**config.mk**
```make
export PLATFORM = sky130hd
export DESIGN_NAME = crc_checked_command_frame_parser
export DESIGN_NICKNAME = d
export VERILOG_FILES = /design/src/hdl/ccfp_pkg.sv /design/src/hdl/crc_checked_command_frame_parser.sv
export SDC_FILE = /design/constraint.sdc
export NUM_CORES = 1
export LEC_CHECK = 0
export ABC_AREA = 0
export BUFFER_PORTS_ARGS = -buffer_cell sky130_fd_sc_hd__buf_4
export CAP_MARGIN = 20
export CORE_UTILIZATION = 44
export CTS_BUF_LIST = sky130_fd_sc_hd__clkbuf_16
export DETAILED_ROUTE_END_ITERATION = 7
export PLACE_DENSITY = 0.69
export REMOVE_ABC_BUFFERS = 1
export SYNTH_ARGS = -nofsm -noshare
export SYNTH_HDL_FRONTEND = slang
export SYNTH_SLANG_ARGS = --single-unit
```
**constraint.sdc**
```tcl
create_clock -name clk -period 11 [get_ports clk]
set_input_delay 1.1 -clock clk [delete_from_list [all_inputs] [get_ports clk]]
set_output_delay 1.1 -clock clk [all_outputs]
set_load 0.01 [all_outputs]
```
**src/hdl/ccfp_pkg.sv**
```systemverilog
// Shared types, codes and the CRC-16 byte update for the command frame parser.
package ccfp_pkg;

  localparam int unsigned LEN_W  = 16;
  localparam int unsigned DIDX_W = 10;
  localparam int unsigned ST_W   = 3;

  localparam logic [15:0] CRC_POLY = 16'h8005;
  localparam logic [15:0] CRC_INIT = 16'h0000;

  localparam logic [LEN_W-1:0] MIN_LEN    = 16'd5;
  localparam logic [LEN_W-1:0] OVERHEAD   = 16'd9;
  localparam logic [LEN_W-1:0] CRC_BYTES  = 16'd2;
  localparam logic [LEN_W-1:0] POS_OPCODE = 16'd2;
  localparam logic [LEN_W-1:0] POS_P1     = 16'd3;
  localparam logic [LEN_W-1:0] POS_P2     = 16'd4;
  localparam logic [LEN_W-1:0] POS_P3_LO  = 16'd5;
  localparam logic [LEN_W-1:0] POS_P3_HI  = 16'd6;
  localparam logic [LEN_W-1:0] POS_DATA   = 16'd7;
  localparam logic [LEN_W-1:0] P3_MIN_LEN = 16'd9;

  localparam logic [7:0] TIMEOUT_RST = 8'd100;
  localparam logic [7:0] TICK_MAX    = 8'hFF;

  localparam logic CMD_BYTE = 1'b0;
  localparam logic CMD_TICK = 1'b1;

  localparam logic KIND_DATA = 1'b0;
  localparam logic KIND_END  = 1'b1;

  localparam logic REG_START_BYTE = 1'b0;
  localparam logic REG_TIMEOUT    = 1'b1;

  localparam logic [ST_W-1:0] ST_OK      = 3'd0;
  localparam logic [ST_W-1:0] ST_SHORT   = 3'd1;
  localparam logic [ST_W-1:0] ST_LONG    = 3'd2;
  localparam logic [ST_W-1:0] ST_CRC_ERR = 3'd3;
  localparam logic [ST_W-1:0] ST_TIMEOUT = 3'd4;

  typedef enum logic [1:0] {
    PH_HUNT   = 2'd0,
    PH_LEN_LO = 2'd1,
    PH_LEN_HI = 2'd2,
    PH_BODY   = 2'd3
  } phase_t;

  function automatic logic [15:0] crc16_byte(input logic [15:0] crc, input logic [7:0] b);
    logic [15:0] r;
    r = crc ^ {b, 8'h00};
    for (int k = 0; k < 8; k++) begin
      if (r[15]) begin
        r = {r[14:0], 1'b0} ^ CRC_POLY;
      end else begin
        r = {r[14:0], 1'b0};
      end
    end
    return r;
  endfunction

endpackage

```
**src/hdl/crc_checked_command_frame_parser.sv**
```systemverilog
// Top level: start-byte hunter, length-prefixed frame parser with CRC-16 check.
//
//  channel | direction | beat carries
//  in_     | sink      | cmd (byte or timer tick), rx_byte
//  out_    | source    | kind, data byte and index, or end-of-frame header and status
//  cfg_    | sink      | register index, write data (start byte, timeout limit)
//
// One beat per cycle sustained while out_ accepts: an input register, one pass of
// CRC and parse logic, then the result register.
// Reset (rst_n low, synchronous) empties both registers and returns to hunting.
// A stalled out_ holds the result; the input register stalls behind it.
module crc_checked_command_frame_parser
  import ccfp_pkg::*;
#(
  parameter int unsigned MAX_FRAME = 1024
) (
  input  logic              clk,
  input  logic              rst_n,
  input  logic              in_valid,
  output logic              in_ready,
  input  logic              in_cmd,
  input  logic [7:0]        in_rx_byte,
  output logic              out_valid,
  input  logic              out_ready,
  output logic              out_kind,
  output logic [7:0]        out_data_byte,
  output logic [DIDX_W-1:0] out_data_index,
  output logic [7:0]        out_opcode,
  output logic [7:0]        out_first_param,
  output logic [7:0]        out_second_param,
  output logic [15:0]       out_third_param,
  output logic [DIDX_W-1:0] out_data_length,
  output logic [ST_W-1:0]   out_status,
  input  logic              cfg_valid,
  output logic              cfg_ready,
  input  logic              cfg_index,
  input  logic [7:0]        cfg_wdata
);

  logic [7:0] start_byte_r;
  logic [7:0] timeout_r;

  logic       s1_valid_r;
  logic       s1_cmd_r;
  logic [7:0] s1_byte_r;
  logic       s1_fire;

  phase_t           phase_r, phase_nxt;
  logic [LEN_W-1:0] len_r, len_nxt;
  logic [LEN_W-1:0] cnt_r, cnt_nxt;
  logic [15:0]      crc_r, crc_nxt;
  logic [7:0]       op_r, op_nxt;
  logic [7:0]       p1_r, p1_nxt;
  logic [7:0]       p2_r, p2_nxt;
  logic [15:0]      p3_r, p3_nxt;
  logic [7:0]       crc_lo_r, crc_lo_nxt;
  logic [7:0]       idle_r, idle_nxt;

  logic              out_valid_r;
  logic              out_kind_r;
  logic [7:0]        out_byte_r;
  logic [DIDX_W-1:0] out_index_r;
  logic [7:0]        out_op_r;
  logic [7:0]        out_p1_r;
  logic [7:0]        out_p2_r;
  logic [15:0]       out_p3_r;
  logic [DIDX_W-1:0] out_dlen_r;
  logic [ST_W-1:0]   out_status_r;

  logic              res_valid;
  logic              res_kind;
  logic [7:0]        res_byte;
  logic [DIDX_W-1:0] res_index;
  logic [7:0]        res_op;
  logic [7:0]        res_p1;
  logic [7:0]        res_p2;
  logic [15:0]       res_p3;
  logic [DIDX_W-1:0] res_dlen;
  logic [ST_W-1:0]   res_status;

  logic             is_tick;
  logic             is_byte;
  logic [7:0]       idle_inc;
  logic [7:0]       lim;
  logic             timeout_hit;
  logic [LEN_W-1:0] len_full;
  logic             len_short;
  logic             len_long;
  logic [LEN_W-1:0] len_m2;
  logic             body_crc;
  logic             body_crc_lo;
  logic             body_end;
  logic [LEN_W-1:0] upto;
  logic [LEN_W-1:0] to_dlen;
  logic [LEN_W-1:0] ok_dlen;
  logic [LEN_W-1:0] data_pos;
  logic [15:0]      crc_upd;

  // configuration
  assign cfg_ready = 1'b1;

  always_ff @(posedge clk) begin
    if (!rst_n) begin
      start_byte_r <= 8'h00;
      timeout_r    <= TIMEOUT_RST;
    end else if (cfg_valid) begin
      unique case (cfg_index)
        REG_START_BYTE: start_byte_r <= cfg_wdata;
        REG_TIMEOUT:    timeout_r    <= cfg_wdata;
        default:        start_byte_r <= start_byte_r;
      endcase
    end
  end

  // input register
  assign s1_fire  = s1_valid_r && (!out_valid_r || out_ready);
  assign in_ready = !s1_valid_r || s1_fire;

  always_ff @(posedge clk) begin
    if (!rst_n) begin
      s1_valid_r <= 1'b0;
    end else if (in_ready) begin
      s1_valid_r <= in_valid;
    end
  end

  always_ff @(posedge clk) begin
    if (in_ready && in_valid) begin
      s1_cmd_r  <= in_cmd;
      s1_byte_r <= in_rx_byte;
    end
  end

  // decisions
  always_comb begin
    is_tick     = (s1_cmd_r == CMD_TICK);
    is_byte     = (s1_cmd_r == CMD_BYTE);
    idle_inc    = (idle_r == TICK_MAX) ? idle_r : idle_r + 8'd1;
    lim         = (timeout_r == 8'd0) ? 8'd1 : timeout_r;
    timeout_hit = is_tick && (phase_r != PH_HUNT) && (idle_inc >= lim);
    len_full    = {s1_byte_r, len_r[7:0]};
    len_short   = is_byte && (phase_r == PH_LEN_HI) && (len_full < MIN_LEN);
    len_long    = is_byte && (phase_r == PH_LEN_HI) && !(len_full < MIN_LEN)
                  && (len_full > LEN_W'(MAX_FRAME));
    len_m2      = len_r - CRC_BYTES;
    body_crc    = is_byte && (phase_r == PH_BODY) && (cnt_r < len_m2);
    body_crc_lo = is_byte && (phase_r == PH_BODY) && (cnt_r == len_m2);
    body_end    = is_byte && (phase_r == PH_BODY) && (cnt_r > len_m2);
    upto        = (cnt_r > len_m2) ? len_m2 : cnt_r;
    to_dlen     = ((phase_r == PH_BODY) && (upto > POS_DATA)) ? upto - POS_DATA : '0;
    ok_dlen     = (len_r > OVERHEAD) ? len_r - OVERHEAD : '0;
    data_pos    = cnt_r - POS_DATA;
    crc_upd     = crc16_byte(crc_r, s1_byte_r);
  end

  // next phase
  always_comb begin
    phase_nxt = phase_r;
    if (timeout_hit || len_short || len_long || body_end) begin
      phase_nxt = PH_HUNT;
    end else if (is_byte) begin
      unique case (phase_r)
        PH_HUNT:   if (s1_byte_r == start_byte_r) phase_nxt = PH_LEN_LO;
        PH_LEN_LO: phase_nxt = PH_LEN_HI;
        PH_LEN_HI: phase_nxt = PH_BODY;
        PH_BODY:   phase_nxt = PH_BODY;
        default:   phase_nxt = PH_HUNT;
      endcase
    end
  end

  // frame state
  always_comb begin
    len_nxt    = len_r;
    cnt_nxt    = cnt_r;
    crc_nxt    = crc_r;
    op_nxt     = op_r;
    p1_nxt     = p1_r;
    p2_nxt     = p2_r;
    p3_nxt     = p3_r;
    crc_lo_nxt = crc_lo_r;
    idle_nxt   = idle_r;
    if (is_tick) begin
      if (phase_r != PH_HUNT) begin
        idle_nxt = idle_inc;
      end
    end else begin
      idle_nxt = 8'd0;
      unique case (phase_r)
        PH_HUNT: begin
          if (s1_byte_r == start_byte_r) begin
            len_nxt    = '0;
            cnt_nxt    = '0;
            crc_nxt    = CRC_INIT;
            op_nxt     = 8'h00;
            p1_nxt     = 8'h00;
            p2_nxt     = 8'h00;
            p3_nxt     = 16'h0000;
            crc_lo_nxt = 8'h00;
          end
        end
        PH_LEN_LO: begin
          len_nxt = {8'h00, s1_byte_r};
          crc_nxt = crc_upd;
          cnt_nxt = LEN_W'(1);
        end
        PH_LEN_HI: begin
          len_nxt = len_full;
          crc_nxt = crc_upd;
          cnt_nxt = LEN_W'(2);
        end
        PH_BODY: begin
          if (body_crc) begin
            crc_nxt = crc_upd;
            cnt_nxt = cnt_r + LEN_W'(1);
            if (cnt_r == POS_OPCODE) begin
              op_nxt = s1_byte_r;
            end else if (cnt_r == POS_P1) begin
              p1_nxt = s1_byte_r;
            end else if (cnt_r == POS_P2) begin
              p2_nxt = s1_byte_r;
            end else if (cnt_r == POS_P3_LO) begin
              if (len_r >= P3_MIN_LEN) p3_nxt = {8'h00, s1_byte_r};
            end else if (cnt_r == POS_P3_HI) begin
              p3_nxt = {s1_byte_r, p3_r[7:0]};
            end
          end else if (body_crc_lo) begin
            crc_lo_nxt = s1_byte_r;
            cnt_nxt    = cnt_r + LEN_W'(1);
          end
        end
        default: idle_nxt = 8'd0;
      endcase
    end
  end

  // result
  always_comb begin
    res_valid  = 1'b0;
    res_kind   = KIND_DATA;
    res_byte   = 8'h00;
    res_index  = '0;
    res_op     = 8'h00;
    res_p1     = 8'h00;
    res_p2     = 8'h00;
    res_p3     = 16'h0000;
    res_dlen   = '0;
    res_status = ST_OK;
    if (timeout_hit) begin
      res_valid  = 1'b1;
      res_kind   = KIND_END;
      res_op     = op_r;
      res_p1     = p1_r;
      res_p2     = p2_r;
      res_p3     = p3_r;
      res_dlen   = to_dlen[DIDX_W-1:0];
      res_status = ST_TIMEOUT;
    end else if (len_short || len_long) begin
      res_valid  = 1'b1;
      res_kind   = KIND_END;
      res_status = len_short ? ST_SHORT : ST_LONG;
    end else if (body_end) begin
      res_valid  = 1'b1;
      res_kind   = KIND_END;
      res_op     = op_r;
      res_p1     = p1_r;
      res_p2     = p2_r;
      res_p3     = p3_r;
      res_dlen   = ok_dlen[DIDX_W-1:0];
      res_status = ({s1_byte_r, crc_lo_r} == crc_r) ? ST_OK : ST_CRC_ERR;
    end else if (body_crc && (cnt_r >= POS_DATA)) begin
      res_valid = 1'b1;
      res_kind  = KIND_DATA;
      res_byte  = s1_byte_r;
      res_index = data_pos[DIDX_W-1:0];
    end
  end

  always_ff @(posedge clk) begin
    if (!rst_n) begin
      phase_r  <= PH_HUNT;
      len_r    <= '0;
      cnt_r    <= '0;
      crc_r    <= CRC_INIT;
      op_r     <= 8'h00;
      p1_r     <= 8'h00;
      p2_r     <= 8'h00;
      p3_r     <= 16'h0000;
      crc_lo_r <= 8'h00;
      idle_r   <= 8'h00;
    end else if (s1_fire) begin
      phase_r  <= phase_nxt;
      len_r    <= len_nxt;
      cnt_r    <= cnt_nxt;
      crc_r    <= crc_nxt;
      op_r     <= op_nxt;
      p1_r     <= p1_nxt;
      p2_r     <= p2_nxt;
      p3_r     <= p3_nxt;
      crc_lo_r <= crc_lo_nxt;
      idle_r   <= idle_nxt;
    end
  end

  // result register
  always_ff @(posedge clk) begin
    if (!rst_n) begin
      out_valid_r <= 1'b0;
    end else if (s1_fire) begin
      out_valid_r <= res_valid;
    end else if (out_ready) begin
      out_valid_r <= 1'b0;
    end
  end

  always_ff @(posedge clk) begin
    if (s1_fire && res_valid) begin
      out_kind_r   <= res_kind;
      out_byte_r   <= res_byte;
      out_index_r  <= res_index;
      out_op_r     <= res_op;
      out_p1_r     <= res_p1;
      out_p2_r     <= res_p2;
      out_p3_r     <= res_p3;
      out_dlen_r   <= res_dlen;
      out_status_r <= res_status;
    end
  end

  assign out_valid        = out_valid_r;
  assign out_kind         = out_kind_r;
  assign out_data_byte    = out_byte_r;
  assign out_data_index   = out_index_r;
  assign out_opcode       = out_op_r;
  assign out_first_param  = out_p1_r;
  assign out_second_param = out_p2_r;
  assign out_third_param  = out_p3_r;
  assign out_data_length  = out_dlen_r;
  assign out_status       = out_status_r;

  a_body_len_range: assert property (@(posedge clk) disable iff (!rst_n)
    (phase_r == PH_BODY) |-> (len_r >= MIN_LEN) && (len_r <= LEN_W'(MAX_FRAME)))
    else $error("frame body entered with out-of-range length");

  a_body_cnt_bound: assert property (@(posedge clk) disable iff (!rst_n)
    (phase_r == PH_BODY) |-> (cnt_r < len_r) && (cnt_r >= POS_OPCODE))
    else $error("byte position outside the declared frame");

  a_s1_hold: assert property (@(posedge clk) disable iff (!rst_n)
    (s1_valid_r && !s1_fire) |=> s1_valid_r && $stable(s1_cmd_r) && $stable(s1_byte_r))
    else $error("stalled input register lost its beat");

  a_data_ok_status: assert property (@(posedge clk) disable iff (!rst_n)
    (out_valid_r && (out_kind_r == KIND_DATA)) |-> (out_status_r == ST_OK))
    else $error("data beat carries a nonzero status");

endmodule

```
## Word level (Yosys, flattened, before mapping)

Index checks and enable logic that the tools add are counted.

| word-level totals | value |
|---|---|
| word-level logic and storage cells | 210 |
| output and inout bits | 75 |
| register bits after elaboration | 205 |
| bits of input ports | 23 |

| operators by class | value |
|---|---|
| bitwise gates (word level) | 13 |
| order comparisons | 9 |
| reductions and logical operators | 49 |
| $add $sub $neg | 6 |
| muxes and demuxes | 76 |
| equal/unequal tests | 30 |

Operators by type and width:

| cell | count |
|---|---|
| $mux 16 | 23 |
| $mux 8 | 25 |
| $pmux 16 s3 | 2 |
| $pmux 16 s4 | 1 |
| $pmux 8 s2 | 4 |
| $mux 10 | 5 |
| $eq 16x3->1 const B | 3 |
| $eq 16x16->1 | 2 |
| $eq 16x2->1 const B | 2 |
| $pmux 16 s2 | 1 |
| $not 3->3 | 8 |
| $reduce_and 10->1 | 2 |
| $sub 10x3->10 const B | 2 |
| $add 16x1->16 const B | 1 |
| $ge 16x3->1 const B | 1 |
| $ge 16x4->1 const B | 1 |
| $gt 16x11->1 const B | 1 |
| $gt 16x16->1 | 1 |
| $gt 16x3->1 const B | 1 |
| $gt 16x4->1 const B | 1 |
| $lt 16x16->1 | 1 |
| $lt 16x3->1 const B | 1 |
| $sub 16x2->16 const B | 1 |
| $xor 16x16->16 | 1 |
| 32 further kinds | 92 |

## Depth between registers and ports, before layout

Gate-level depths: netlist (run 1).

| depth | value |
|---|---|
| word-level depth | 19 |
| gate-level depth with buffers | 22 |
| depth with buffers taken out | 20 |

## Least setup slack after synthesis (run 1)

OpenSTA, ideal clock, no wires.

| timing | value |
|---|---|
| path type | register -> register |
| from | register len_r[9] |
| to | register out_byte_r[0], in the netlist out_data_byte[0], enable pin |
| data required time | 10.472 ns |
| slack | 4.229 ns |
| clock period less this slack | 6.771 ns |
| arrival | 6.243 ns |
| stages on the path, launching flop included | 12 |
| setup time | 0.528 ns |
| buffers on the path | 0 |
| cell sequence | dfxtp_1 or3_1 or3_1 nor3_1 xnor2_1 ha_1 nand4_2 nor3_1 a221oi_1 nand4_1 a21o_2 a21oi_1 |

| on the way | value |
|---|---|
| word-level cells in the longest chain between the ends | 9 |
| elaborated cells between the ends (all ways) | 11 |
| those cells by class | add/sub (1); order compare (2); mux (4); reduce/logical (4) |

RTL lines:

| what | RTL line | text |
|---|---|---|
| start: declaration | crc_checked_command_frame_parser.sv:49 | `logic [LEN_W-1:0] len_r, len_nxt;` |
| start signal: assignment | crc_checked_command_frame_parser.sv:293 | `len_r <= len_nxt;` |
| $sub 16x2->16 * | crc_checked_command_frame_parser.sv:145 | `len_m2 = len_r - CRC_BYTES;` |
| $lt 16x16->1 | crc_checked_command_frame_parser.sv:146 | `body_crc = is_byte && (phase_r == PH_BODY) && (cnt_r < len_m2);` |
| $logic_and 1x1->1 | crc_checked_command_frame_parser.sv:146 |  |
| $logic_and 1x1->1 | crc_checked_command_frame_parser.sv:271 | `end else if (body_crc && (cnt_r >= POS_DATA)) begin` |
| $mux 1 | crc_checked_command_frame_parser.sv:271 |  |
| $mux 1 * | crc_checked_command_frame_parser.sv:262 | `end else if (body_end) begin` |
| $mux 1 * | crc_checked_command_frame_parser.sv:258 | `end else if (len_short \|\| len_long) begin` |
| $mux 1 * | crc_checked_command_frame_parser.sv:249 | `if (timeout_hit) begin` |
| $logic_and 1x1->1 * | crc_checked_command_frame_parser.sv:317 | `if (s1_fire && res_valid) begin` |
| end signal: assignment | crc_checked_command_frame_parser.sv:319 | `out_byte_r <= res_byte;` |
| end: declaration | crc_checked_command_frame_parser.sv:61 | `logic [7:0] out_byte_r;` |

Mark *: on every way between the ends. The rest lies on a longest branch, timed or not.
A chain may end at the register's enable or synchronous reset.

## Worst setup path in the final report (run 1)

| timing | value |
|---|---|
| from | register len_r[1] |
| to | register out_op_r[7], in the netlist out_opcode[7], enable pin |

| on the way | value |
|---|---|
| word-level cells in the longest chain between the ends | 9 |
| elaborated cells between the ends (all ways) | 18 |
| those cells by class | add/sub (1); order compare (4); mux (4); reduce/logical (9) |

RTL lines:

| what | RTL line | text |
|---|---|---|
| $sub 16x2->16 | crc_checked_command_frame_parser.sv:145 |  |
| $lt 16x16->1 | crc_checked_command_frame_parser.sv:146 |  |
| $logic_and 1x1->1 | crc_checked_command_frame_parser.sv:146 |  |
| $logic_and 1x1->1 | crc_checked_command_frame_parser.sv:271 |  |
| $mux 1 | crc_checked_command_frame_parser.sv:271 |  |
| $mux 1 | crc_checked_command_frame_parser.sv:262 |  |
| $mux 1 * | crc_checked_command_frame_parser.sv:258 |  |
| $mux 1 * | crc_checked_command_frame_parser.sv:249 |  |
| $logic_and 1x1->1 * | crc_checked_command_frame_parser.sv:317 |  |
| end signal: assignment | crc_checked_command_frame_parser.sv:321 | `out_op_r <= res_op;` |
| end: declaration | crc_checked_command_frame_parser.sv:63 | `logic [7:0] out_op_r;` |

Marked as above.

==> reports/results.ini, run 1 <==
[routing]
drc_errors=0
viasPerCell=5.347
ant_nets=0
first_iter_violations=466
drtPass1Iterations=5
wl_per_cell_microns=16.58
via_count=7876
wirelength_microns=24420

[final_layout]
final_nets=1201
fin_area_sq_mm=0.01217
layout_commonest_cell=dfxtp_1
final_cell_mix=124 x dfxtp_1, 113 x nor2b_1, 103 x nand2_1, 103 x buf_4, 81 x edfxtp_1
fin_cells=1473
drive_above_1_share_pct=13.60
diodes=0
post-route-util_pct=51.69
area_delta_synth_final_pct=14.86

[synth]
async_reset_ff_share_pct=0
ys_seq_elements=205
synth_edf_count=81
yosysSeqAreaShare_pct=46.39
synth_area_sq_mm=0.01060
post-synth-top-area-cell=dfxtp_1
synth.distinct_cells=71
yosysTopAreaCellShare_pct=23.43
synth_ff_type=dfxtp_1
synth_area_leaders=dfxtp_1 23%, edfxtp_1 23%, nor2b_1 6.7%
postSynthAreaPerCell_sq_um=9.838
synth_warnings=0
syn_inst=1077

[timing]
fmax_mhz=172.0
period_needed_ns=5.815
drv_slew=0
hold_viol=0
finalWorstSetupSlack_ns=5.185
worstMarginPinSlew_ns=1.010
finalCritPeriodShare_pct=52.87
tns_ns=0
rsz0062_at_grt=false
setup_viol=0
maxSlewHeadroom_pct=32.17
finClkSkew_ns=0.01721

[cts]
root_buffer=clkbuf_16
cts_resized=0
cts_hold_buf=0
h-tree-depth=1
cts_buffer_depth=3
tritoncts=yes
clock_latency_ns=0.52
numClockSinks=205
cts_setup_buffers=0
cts.reportedPaths.clkPinSlew_ns=0.07
numCtsBuffers=22

[power]
ir_worst_vdd_mv=0.1036
p_per_area_mw_per_mm2=126.7
leakagePower_nw=4.866

[worst_setup_path]
required_ns=11.14
crit_fanout=44
reg2regPathDepth=14
r2r_end=out_opcode[7]
r2r-start=len_r[1]
endpoint_kind=register
cp-start-kind=register
rrSetupSlack_ns=5.18
arrival_ns=5.95
crit_type=reg -> reg

[grt]
grt_use_met3_pct=3.139
grt_usage_pct=20.08
first_global_vias=7663
grt_max_degree=81
grt_pass1_wl_microns=39430
use_met2_pct=33.57
grt_use_met1_pct=26.24
top_usage_layer=met2
antenna_found_initial=0
grt-ovfl-total=0

[placed_design]
place_area_sq_mm=0.01149
port_buffers=96
dpl.cell_count=1433
place.gp.congestion=0.9157
hpwl_microns=17120
place_ws_ns=5.204

[job]
drv_cap=0

[floorplanning]
ioPinCount=98
fp.dieW_microns=157.2
start_util_pct=45.00
die_area_sq_mm=0.02470
core_sq_mm=0.02354
row_count=56
die_y_microns=157.2

[hold_path]
min_path_cells=2
holdCritPathClass=reg -> reg
min_from=timeout_r[1]
hold_end=timeout_r[1]

[status]
outcome=completed

-- worst max-delay path by stage --
| stage | endpoint | start | slack (ns) | cells past startpoint |
|---|---|---|---|---|
| 6_report | out_opcode[7] | len_r[1] | 5.18 | 14 |
| 5_1_grt | out_opcode[0] | len_r[1] | 4.83 | 14 |
| 4_1_cts | out_second_param[7] | len_r[1] | 5.17 | 14 |
| 3_5_place_dp | out_second_param[6] | len_r[1] | 5.20 | 14 |
| 3_3_place_gp | out_second_param[6] | len_r[1] | 5.38 | 14 |
| 2_1_floorplan | out_data_byte[0] | len_r[9] | 3.28 | 11 |
-- worst max-delay path, stage by stage, from the launching register on --
cell      delay [ns]
dfxtp_1         0.37
inv_1           0.15
ha_1            0.25
nor3b_1         0.32
nand2_1         0.16
nor3_1          0.22
xnor2_1         0.11
ha_1            0.33
nand4_2         0.14
nor4_1          0.45
a21bo_2         0.30
a31oi_2         0.72
a211oi_2        0.43
a21oi_4         0.82
buf_4           0.61
-- synthesized netlist by cell type (9+ instances only) --
cell	number
dfxtp_1	124
mux2i_1	53
clkbuf_1	45
nand4_1	24
o21ai_0	16
ha_1	40
xnor2_1	59
inv_1	28
nor3_1	26
nor4_1	9
edfxtp_1	81
xor2_1	26
nand2_1	103
and2_1	16
nand2b_1	11
and3_1	15
nand3_1	38
a21oi_1	27
nor2_1	64
nor2b_1	113
a21boi_0	40
-- power breakdown --
| group | leakage (nW) | internal (mW) | switching (mW) |
|---|---|---|---|
| sequential | 1.91 | 0.789 | 0.00948 |
| clock | 0.350 | 0.400 | 0.298 |
| combinational | 2.61 | 0.0220 | 0.0232 |
-- registers in the layout (all words and copies together) (netlist names), 2 cells and up --
register / flops
out_data_byte: 8
out_status: 3
out_data_length: 10
out_opcode: 8
crc_r: 16
out_second_param: 8
s1_byte_r: 8
len_r: 16
phase_r: 2
timeout_r: 8
start_byte_r: 8
cnt_r: 16
out_third_param: 16
idle_r: 8
crc_lo_r: 8
p2_r: 8
op_r: 8
out_first_param: 8
p1_r: 8
out_data_index: 10
p3_r: 16
-- layer usage --
metal  routed length [microns]  up-vias
met3                      1142       51
met5                         0        -
li1                          -     3879
met4                       722        0
met2                     11490      181
met1                     11070     3765
-- cells by family (layout without fill, tap and decap cells) --
group / count (synthesis) / count (layout) / share of synthesized area [%]
simple gates: 452 / 452 / 23.11
flops: 205 / 205 / 46.39
compound gates: 146 / 146 / 9.743
buf+inv: 94 / 171 / 3.861
xor+xnor: 85 / 85 / 7.027
mux: 54 / 54 / 5.113
fa+ha+maj: 40 / 40 / 4.724
other cells: 1 / 1 / 0.03539
-- through the flow --
step	power [mW]	hold slack (ns)
2_1_floorplan	0.8382	0.4434
3_5_place_dp	0.8604	0.4610
4_1_cts	1.556	0.4699
5_1_grt	1.593	0.4962
6_report	1.542	0.4657
3_3_place_gp	0.8603	0.4556
-- final cells by class --
cell class,count,area (sq um)
fillers,2158,11370
multi-input cells,778,5298
flip-flops and latches,205,4915
repair buffers,103,773.2
clock buffers,23,575.6
well taps,319,399.1
inverters,28,105.1
clock inverters,17,103.9
Note: power is estimated with default switching activity, not from simulation.
==> run 2, diff against run 1 <==
==> constraint.sdc (replaced) <==
create_clock -name clk -period 6.1 [get_ports clk]
set_input_delay 0.61 -clock clk [delete_from_list [all_inputs] [get_ports clk]]
set_output_delay 0.61 -clock clk [all_outputs]
set_load 0.01 [all_outputs]
==> reports/results.ini, run 2 (synthesized netlist as in run 1, its figures left out) <==
[status]
outcome=completed  ; unchanged

[routing]
viasPerCell=5.310  ; was 5.347
wirelength_microns=24560  ; was 24,420 microns
via_count=7843  ; was 7,876
drc_errors=0  ; unchanged
wl_per_cell_microns=16.63  ; was 16.58 microns
drtPass1Iterations=5  ; unchanged
first_iter_violations=492  ; was 466
ant_nets=0  ; unchanged

[floorplanning]
fp.dieW_microns=157.2  ; unchanged
core_sq_mm=0.02354  ; unchanged
start_util_pct=45.00  ; unchanged
ioPinCount=98  ; unchanged
row_count=56  ; unchanged
die_y_microns=157.2  ; unchanged
die_area_sq_mm=0.02470  ; unchanged

[cts]
cts_resized=0  ; unchanged
cts_setup_buffers=0  ; unchanged
cts_buffer_depth=3  ; unchanged
numCtsBuffers=23  ; was 22
tritoncts=yes  ; unchanged
h-tree-depth=1  ; unchanged
cts.reportedPaths.clkPinSlew_ns=0.06  ; was 0.07 ns
cts_hold_buf=0  ; unchanged
numClockSinks=205  ; unchanged
clock_latency_ns=0.51  ; was 0.52 ns
root_buffer=clkbuf_16  ; unchanged

[worst_setup_path]
cpLargestDelayFamily=simple AND/OR/NAND/NOR gates  ; was compound AO/OA/AOI/OAI gates
reg2regPathDepth=19  ; was 14
crit_fanout=7  ; was 44
path_cells=inv_1 > ha_1 > nor3b_1 > nand2_1 > nor3_1 > xnor2_1 > ha_1 > nand4_2 > nor4_1 > a21bo_2 > a31oi_2 > o21ai_0 > ha_1 > inv_1 > o21ai_0 > mux2i_1 > nand3_1 > xnor2_1 > o221ai_1  ; was inv_1 > ha_1 > nor3b_1 > nand2_1 > nor3_1 > xnor2_1 > ha_1 > nand4_2 > nor4_1 > a21bo_2 > a31oi_2 > a211oi_2 > a21oi_4 > buf_4
r2r_end=out_data_length[8]  ; was out_opcode[7]
crit_top_cell=ha_1  ; unchanged
setup.worst_path.start=len_r[1]  ; unchanged
cp_num_buf_inv=2  ; unchanged
cp_slowest_cell=mux2i_1  ; was a21oi_4
required_ns=6.34  ; was 11.14 ns
cp-start-kind=register  ; unchanged
arrival_ns=5.24  ; was 5.95 ns
max_stage_delay_ns=0.49  ; was 0.82 ns
r2r-start=len_r[1]  ; unchanged
rrSetupSlack_ns=1.10  ; was 5.18 ns
crit_type=reg -> reg  ; unchanged
endpoint_kind=register  ; unchanged

[grt]
antenna_found_initial=0  ; unchanged
grt_pass1_wl_microns=39080  ; was 39,430 microns
grt-ovfl-total=0  ; unchanged
grt_max_degree=105  ; was 81
use_met2_pct=33.33  ; was 33.57%
grt_use_met1_pct=26.93  ; was 26.24%
first_global_vias=7436  ; was 7,663
grt_usage_pct=19.90  ; was 20.08%
grt_use_met3_pct=2.368  ; was 3.139%
top_usage_layer=met2  ; unchanged

[final_layout]
diodes=0  ; unchanged
final_nets=1204  ; was 1,201
drive_above_1_share_pct=13.99  ; was 13.60%
area_delta_synth_final_pct=15.68  ; was 14.86%
final_cell_mix=124 x dfxtp_1, 113 x nor2b_1, 105 x buf_4  ; was 124 x dfxtp_1, 113 x nor2b_1, 103 x nand2_1, 103 x buf_4, 81 x edfxtp_1
layout_commonest_cell=dfxtp_1  ; unchanged
fillers=2159  ; was 2,158
post-route-util_pct=52.06  ; was 51.69%

[hold_path]
min_path_cells=1  ; was 2
hold_end=s1_byte_r[6]  ; was timeout_r[1]
holdCritPathClass=in -> reg  ; was reg -> reg
min_from=in_rx_byte[6]  ; was timeout_r[1]

[timing]
rsz0062_at_grt=false  ; unchanged
period_needed_ns=4.999  ; was 5.815 ns
fmax_mhz=200.0  ; was 172.0 MHz
hold_viol=0  ; unchanged
finalCritPeriodShare_pct=81.95  ; was 52.87%
maxSlewHeadroom_pct=33.11  ; was 32.17%
drv_slew=0  ; unchanged
finClkSkew_ns=0.01037  ; was 0.01721 ns
tns_ns=0  ; unchanged
worstMarginPinSlew_ns=0.9957  ; was 1.010 ns
setup_viol=0  ; unchanged

[job]
drv_cap=0  ; unchanged

[placed_design]
place.gp.congestion=0.9169  ; was 0.9157
port_buffers=96  ; unchanged
hpwl_microns=17060  ; was 17,120 microns

[power]
p_per_area_mw_per_mm2=236.0  ; was 126.7 mW/mm^2
leakagePower_nw=4.814  ; was 4.866 nW
ir_worst_vdd_mv=0.1784  ; was 0.1036 mV

run 2: cell count changes in the layout (fill, tap and decap cells not counted), sizes merged:
cell	before	now
buf	103	105
bufinv	1	3
run 2: worst max-delay path by stage:
stage	to	depth (start not counted)	slack (ns)
final	out_data_length[8]	19	1.10
after global routing	out_data_length[8]	19	0.78
after CTS	out_data_length[8]	19	1.18
after detailed placement	out_data_length[8]	19	1.19
after global placement	out_data_length[8]	19	1.48
after floorplan	out_data_byte[0]	11	-1.62
run 2: where the power goes:
part	switching (mW)	internal, mW	total (mW)
sequential	0.0171	1.42	1.44
clock	0.554	0.816	1.37
combinational	0.0423	0.0399	0.0822
total	0.613	2.28	2.89
run 2: layer usage:
metal / wire length [microns] / vias up
li1: - / 3879
met1: 10910 / 3717
met2: 11740 / 212
met3: 1368 / 35
met4: 539 / 0
met5: 0 / -
run 2: layout make-up:
| type | count | area [sq um] | area share [%] |
|---|---|---|---|
| Multi-Input combinational cell | 778 | 5298 | 43.22 |
| Sequential cell | 205 | 4915 | 40.10 |
| Timing Repair Buffer | 105 | 788.3 | 6.431 |
| Clock buffer | 23 | 575.6 | 4.696 |
| Tap cell | 319 | 399.1 | 3.256 |
| Clock inverter | 19 | 176.4 | 1.439 |
| Inverter | 28 | 105.1 | 0.8575 |
run 2: stage by stage:
step | std cells | cell area [sq um] | worst slack (ns) | hold slack [ns] | power [mW]
finish | 1477 | 12260 | 1.101 | 0.2791 | 2.893
global route | 1477 | 12260 | 0.7850 | 0.2612 | 2.988
CTS | 1477 | 12260 | 1.181 | 0.2671 | 2.923
detailed placement | 1435 | 11500 | 1.194 | 0.4681 | 1.552
global placement | 1435 | 11500 | 1.482 | 0.4564 | 1.551
floorplan | 1011 | 10290 | -1.619 | 0.4434 | 1.512
==> run 3, diff against run 2 <==
--- a/config.mk
+++ b/config.mk
@@ -11,7 +11,7 @@
 export CORE_UTILIZATION = 44
 export CTS_BUF_LIST = sky130_fd_sc_hd__clkbuf_16
 export DETAILED_ROUTE_END_ITERATION = 7
-export PLACE_DENSITY = 0.69
+export PLACE_DENSITY = 0.71
 export REMOVE_ABC_BUFFERS = 1
 export SYNTH_ARGS = -nofsm -noshare
 export SYNTH_HDL_FRONTEND = slang
==> constraint.sdc (replaced) <==
create_clock -name clk -period 4.47 [get_ports clk]
set_input_delay 0.447 -clock clk [delete_from_list [all_inputs] [get_ports clk]]
set_output_delay 0.447 -clock clk [all_outputs]
set_load 0.01 [all_outputs]
==> reports/results.ini, run 3 (synthesized netlist as in run 1, its figures left out) <==
[status]
outcome=completed  ; unchanged

[power]
pwr-share-seq_pct=50.4  ; was 49.8%
power_frac_clock_pct=46.6  ; was 47.3%
leakagePower_nw=5.056  ; was 4.814 nW
swShare_pct=20.86  ; was 21.21%
p_per_area_mw_per_mm2=310.2  ; was 236.0 mW/mm^2
ir_worst_vdd_mv=0.2536  ; was 0.1784 mV
p_sw_mw=0.8121  ; was 0.6135 mW
p_int_mw=3.080  ; was 2.279 mW
power_mw=3.892  ; was 2.893 mW
combPwrFrac_pct=3.1  ; was 2.8%

[timing]
rsz0062_at_grt=false  ; unchanged
period_needed_ns=4.193  ; was 4.999 ns
setup_viol=0  ; unchanged
hold_viol=0  ; unchanged
worst_hold_slack_ns=0.1165  ; was 0.2791 ns
fmax_mhz=238.5  ; was 200.0 MHz
finClkSkew_ns=0.01231  ; was 0.01037 ns
maxSlewHeadroom_pct=34.35  ; was 33.11%
finalCritPeriodShare_pct=93.80  ; was 81.95%
worstMarginPinSlew_ns=0.9772  ; was 0.9957 ns
finalWorstSetupSlack_ns=0.2773  ; was 1.101 ns
drv_slew=0  ; unchanged

[final_layout]
fin_cells=1509  ; was 1,477
final_nets=1236  ; was 1,204
multi_input_comb_area_sq_mm=0.005343  ; was 0.005298 sq mm
fillers=2145  ; was 2,159
drive_above_1_share_pct=16.47  ; was 13.99%
final_cell_mix=135 x buf_4, 124 x dfxtp_1, 113 x nor2b_1  ; was 124 x dfxtp_1, 113 x nor2b_1, 105 x buf_4
diodes=0  ; unchanged
seqCellArea_sq_mm=0.004915  ; unchanged
layout_commonest_cell=buf_4  ; was dfxtp_1
area_delta_synth_final_pct=18.41  ; was 15.68%

[cts]
numCtsBuffers=23  ; unchanged
cts.reportedPaths.clkPinSlew_ns=0.05  ; was 0.06 ns
h-tree-depth=1  ; unchanged
cts_buffer_depth=3  ; unchanged
numClockSinks=205  ; unchanged
cts_setup_buffers=0  ; unchanged
root_buffer=clkbuf_16  ; unchanged
cts_hold_buf=0  ; unchanged
clock_latency_ns=0.51  ; about the same
tritoncts=yes  ; unchanged

[worst_setup_path]
crit_type=reg -> reg  ; unchanged
cp_num_buf_inv=2  ; unchanged
arrival_ns=4.44  ; was 5.24 ns
path_cells=or3_1 > or3_1 > nor3_2 > xnor2_1 > ha_1 > nand4_2 > nor3_1 > a221oi_1 > buf_4 > a31oi_4 > o21ai_0 > ha_1 > inv_1 > o21ai_0 > mux2i_2 > a31oi_1 > o21bai_1 > o211ai_1  ; was inv_1 > ha_1 > nor3b_1 > nand2_1 > nor3_1 > xnor2_1 > ha_1 > nand4_2 > nor4_1 > a21bo_2 > a31oi_2 > o21ai_0 > ha_1 > inv_1 > o21ai_0 > mux2i_1 > nand3_1 > xnor2_1 > o221ai_1
cp-start-kind=register  ; unchanged
cp_slowest_cell=or3_1  ; was mux2i_1
required_ns=4.72  ; was 6.34 ns
max_stage_delay_ns=0.38  ; was 0.49 ns
endpoint_kind=register  ; unchanged
crit_fanout=6  ; was 7
cpLargestDelayFamily=simple AND/OR/NAND/NOR gates  ; unchanged

[hold_path]
holdCritPathClass=in -> reg  ; unchanged

[grt]
antenna_found_initial=0  ; unchanged
grt-ovfl-total=0  ; unchanged
grt_max_degree=59  ; was 105
grt_usage_pct=19.95  ; was 19.90%
first_global_vias=7489  ; was 7,436
grt_pass1_wl_microns=38960  ; was 39,080 microns

[placed_design]
port_buffers=96  ; unchanged
place_ws_ns=-0.02507  ; was 1.194 ns
hpwl_microns=17400  ; was 17,060 microns
dpl.cell_count=1467  ; was 1,435
place.gp.congestion=0.9040  ; was 0.9169

[floorplanning]
core_sq_mm=0.02354  ; unchanged
die_area_sq_mm=0.02470  ; unchanged
row_count=56  ; unchanged
fp.dieW_microns=157.2  ; unchanged
ioPinCount=98  ; unchanged
start_util_pct=45.00  ; unchanged
die_y_microns=157.2  ; unchanged

[routing]
drtPass1Iterations=6  ; was 5
ant_nets=0  ; unchanged
first_iter_violations=584  ; was 492
wirelength_microns=24550  ; was 24,560 microns
via_count=7943  ; was 7,843
wl_per_cell_microns=16.27  ; was 16.63 microns
drc_errors=0  ; unchanged
viasPerCell=5.264  ; was 5.310

[job]
drv_cap=0  ; unchanged

-- run 3: changes by cell type in the layout (fill, tap and decap cells not counted), sizes merged --
cell      before  now
clkinvlp       2    0
buf          105  137
inv           33   36
clkbuf        23   24
bufinv         3    2
clkinv         9    8
-- run 3: metrics by stage --
stage          utilization [%]  setup TNS, ns  area, sq um
5_1_grt                  53.29              0        12550
4_1_cts                  53.11              0        12500
3_5_place_dp             49.99       -0.03690        11770
3_3_place_gp             49.99              0        11770
2_1_floorplan                -        -263.53        10290
6_report                 53.29              0        12550
-- run 3: worst paths after layout --
path            startpoint                 end  slack, ns  cells past startpoint
max              len_r[10]  out_data_length[6]       0.28                     18
min reg2reg   timeout_r[7]        timeout_r[7]       0.47                      2
min          in_rx_byte[7]        s1_byte_r[7]       0.12                      1
max reg2reg      len_r[10]  out_data_length[6]       0.28                     18
-- run 3: worst reg2reg max path, stage by stage, from the launching register on --
cell	delay [ns]
dfxtp_1	0.34
or3_1	0.38
or3_1	0.37
nor3_2	0.19
xnor2_1	0.09
ha_1	0.33
nand4_2	0.19
nor3_1	0.23
a221oi_1	0.11
buf_4	0.17
a31oi_4	0.24
o21ai_0	0.15
ha_1	0.22
inv_1	0.07
o21ai_0	0.10
mux2i_2	0.32
a31oi_1	0.15
o21bai_1	0.16
o211ai_1	0.11
-- run 3: repair_timing --
| item | in CTS | in global routing |
|---|---|---|
| pin swaps | 0 | 1 |
| gates resized for setup | 1 | 6 |
| hold endpoints to repair | 0 | 0 |
| setup endpoints to repair | 3 | 4 |
-- run 3: metal layers --
metal  wire length, microns  track usage, %  vias to the layer above
li1                       -               -                     3942
met1                  11330           27.19                     3744
met5                      0               0                        -
met4                    563           5.687                        0
met2                  11400           32.76                      217
met3                   1252           2.946                       40
-- run 3: layout make-up --
type | instances | share of cell area [%]
multi-input cells | 778 | 42.58
clock inverters | 18 | 1.037
clock buffers | 24 | 4.787
repair buffers | 137 | 8.397
well taps | 319 | 3.181
flip-flops and latches | 205 | 39.17
inverters | 28 | 0.8377
-- run 3: power groups by stage --
stage	registers, mW	clock network, mW	logic (mW)
global placement	2.00	0	0.118
CTS	1.96	1.86	0.121
detailed placement	2.00	0	0.120
finish	1.96	1.81	0.120
floorplan	1.99	0	0.0687
global route	1.96	1.93	0.131
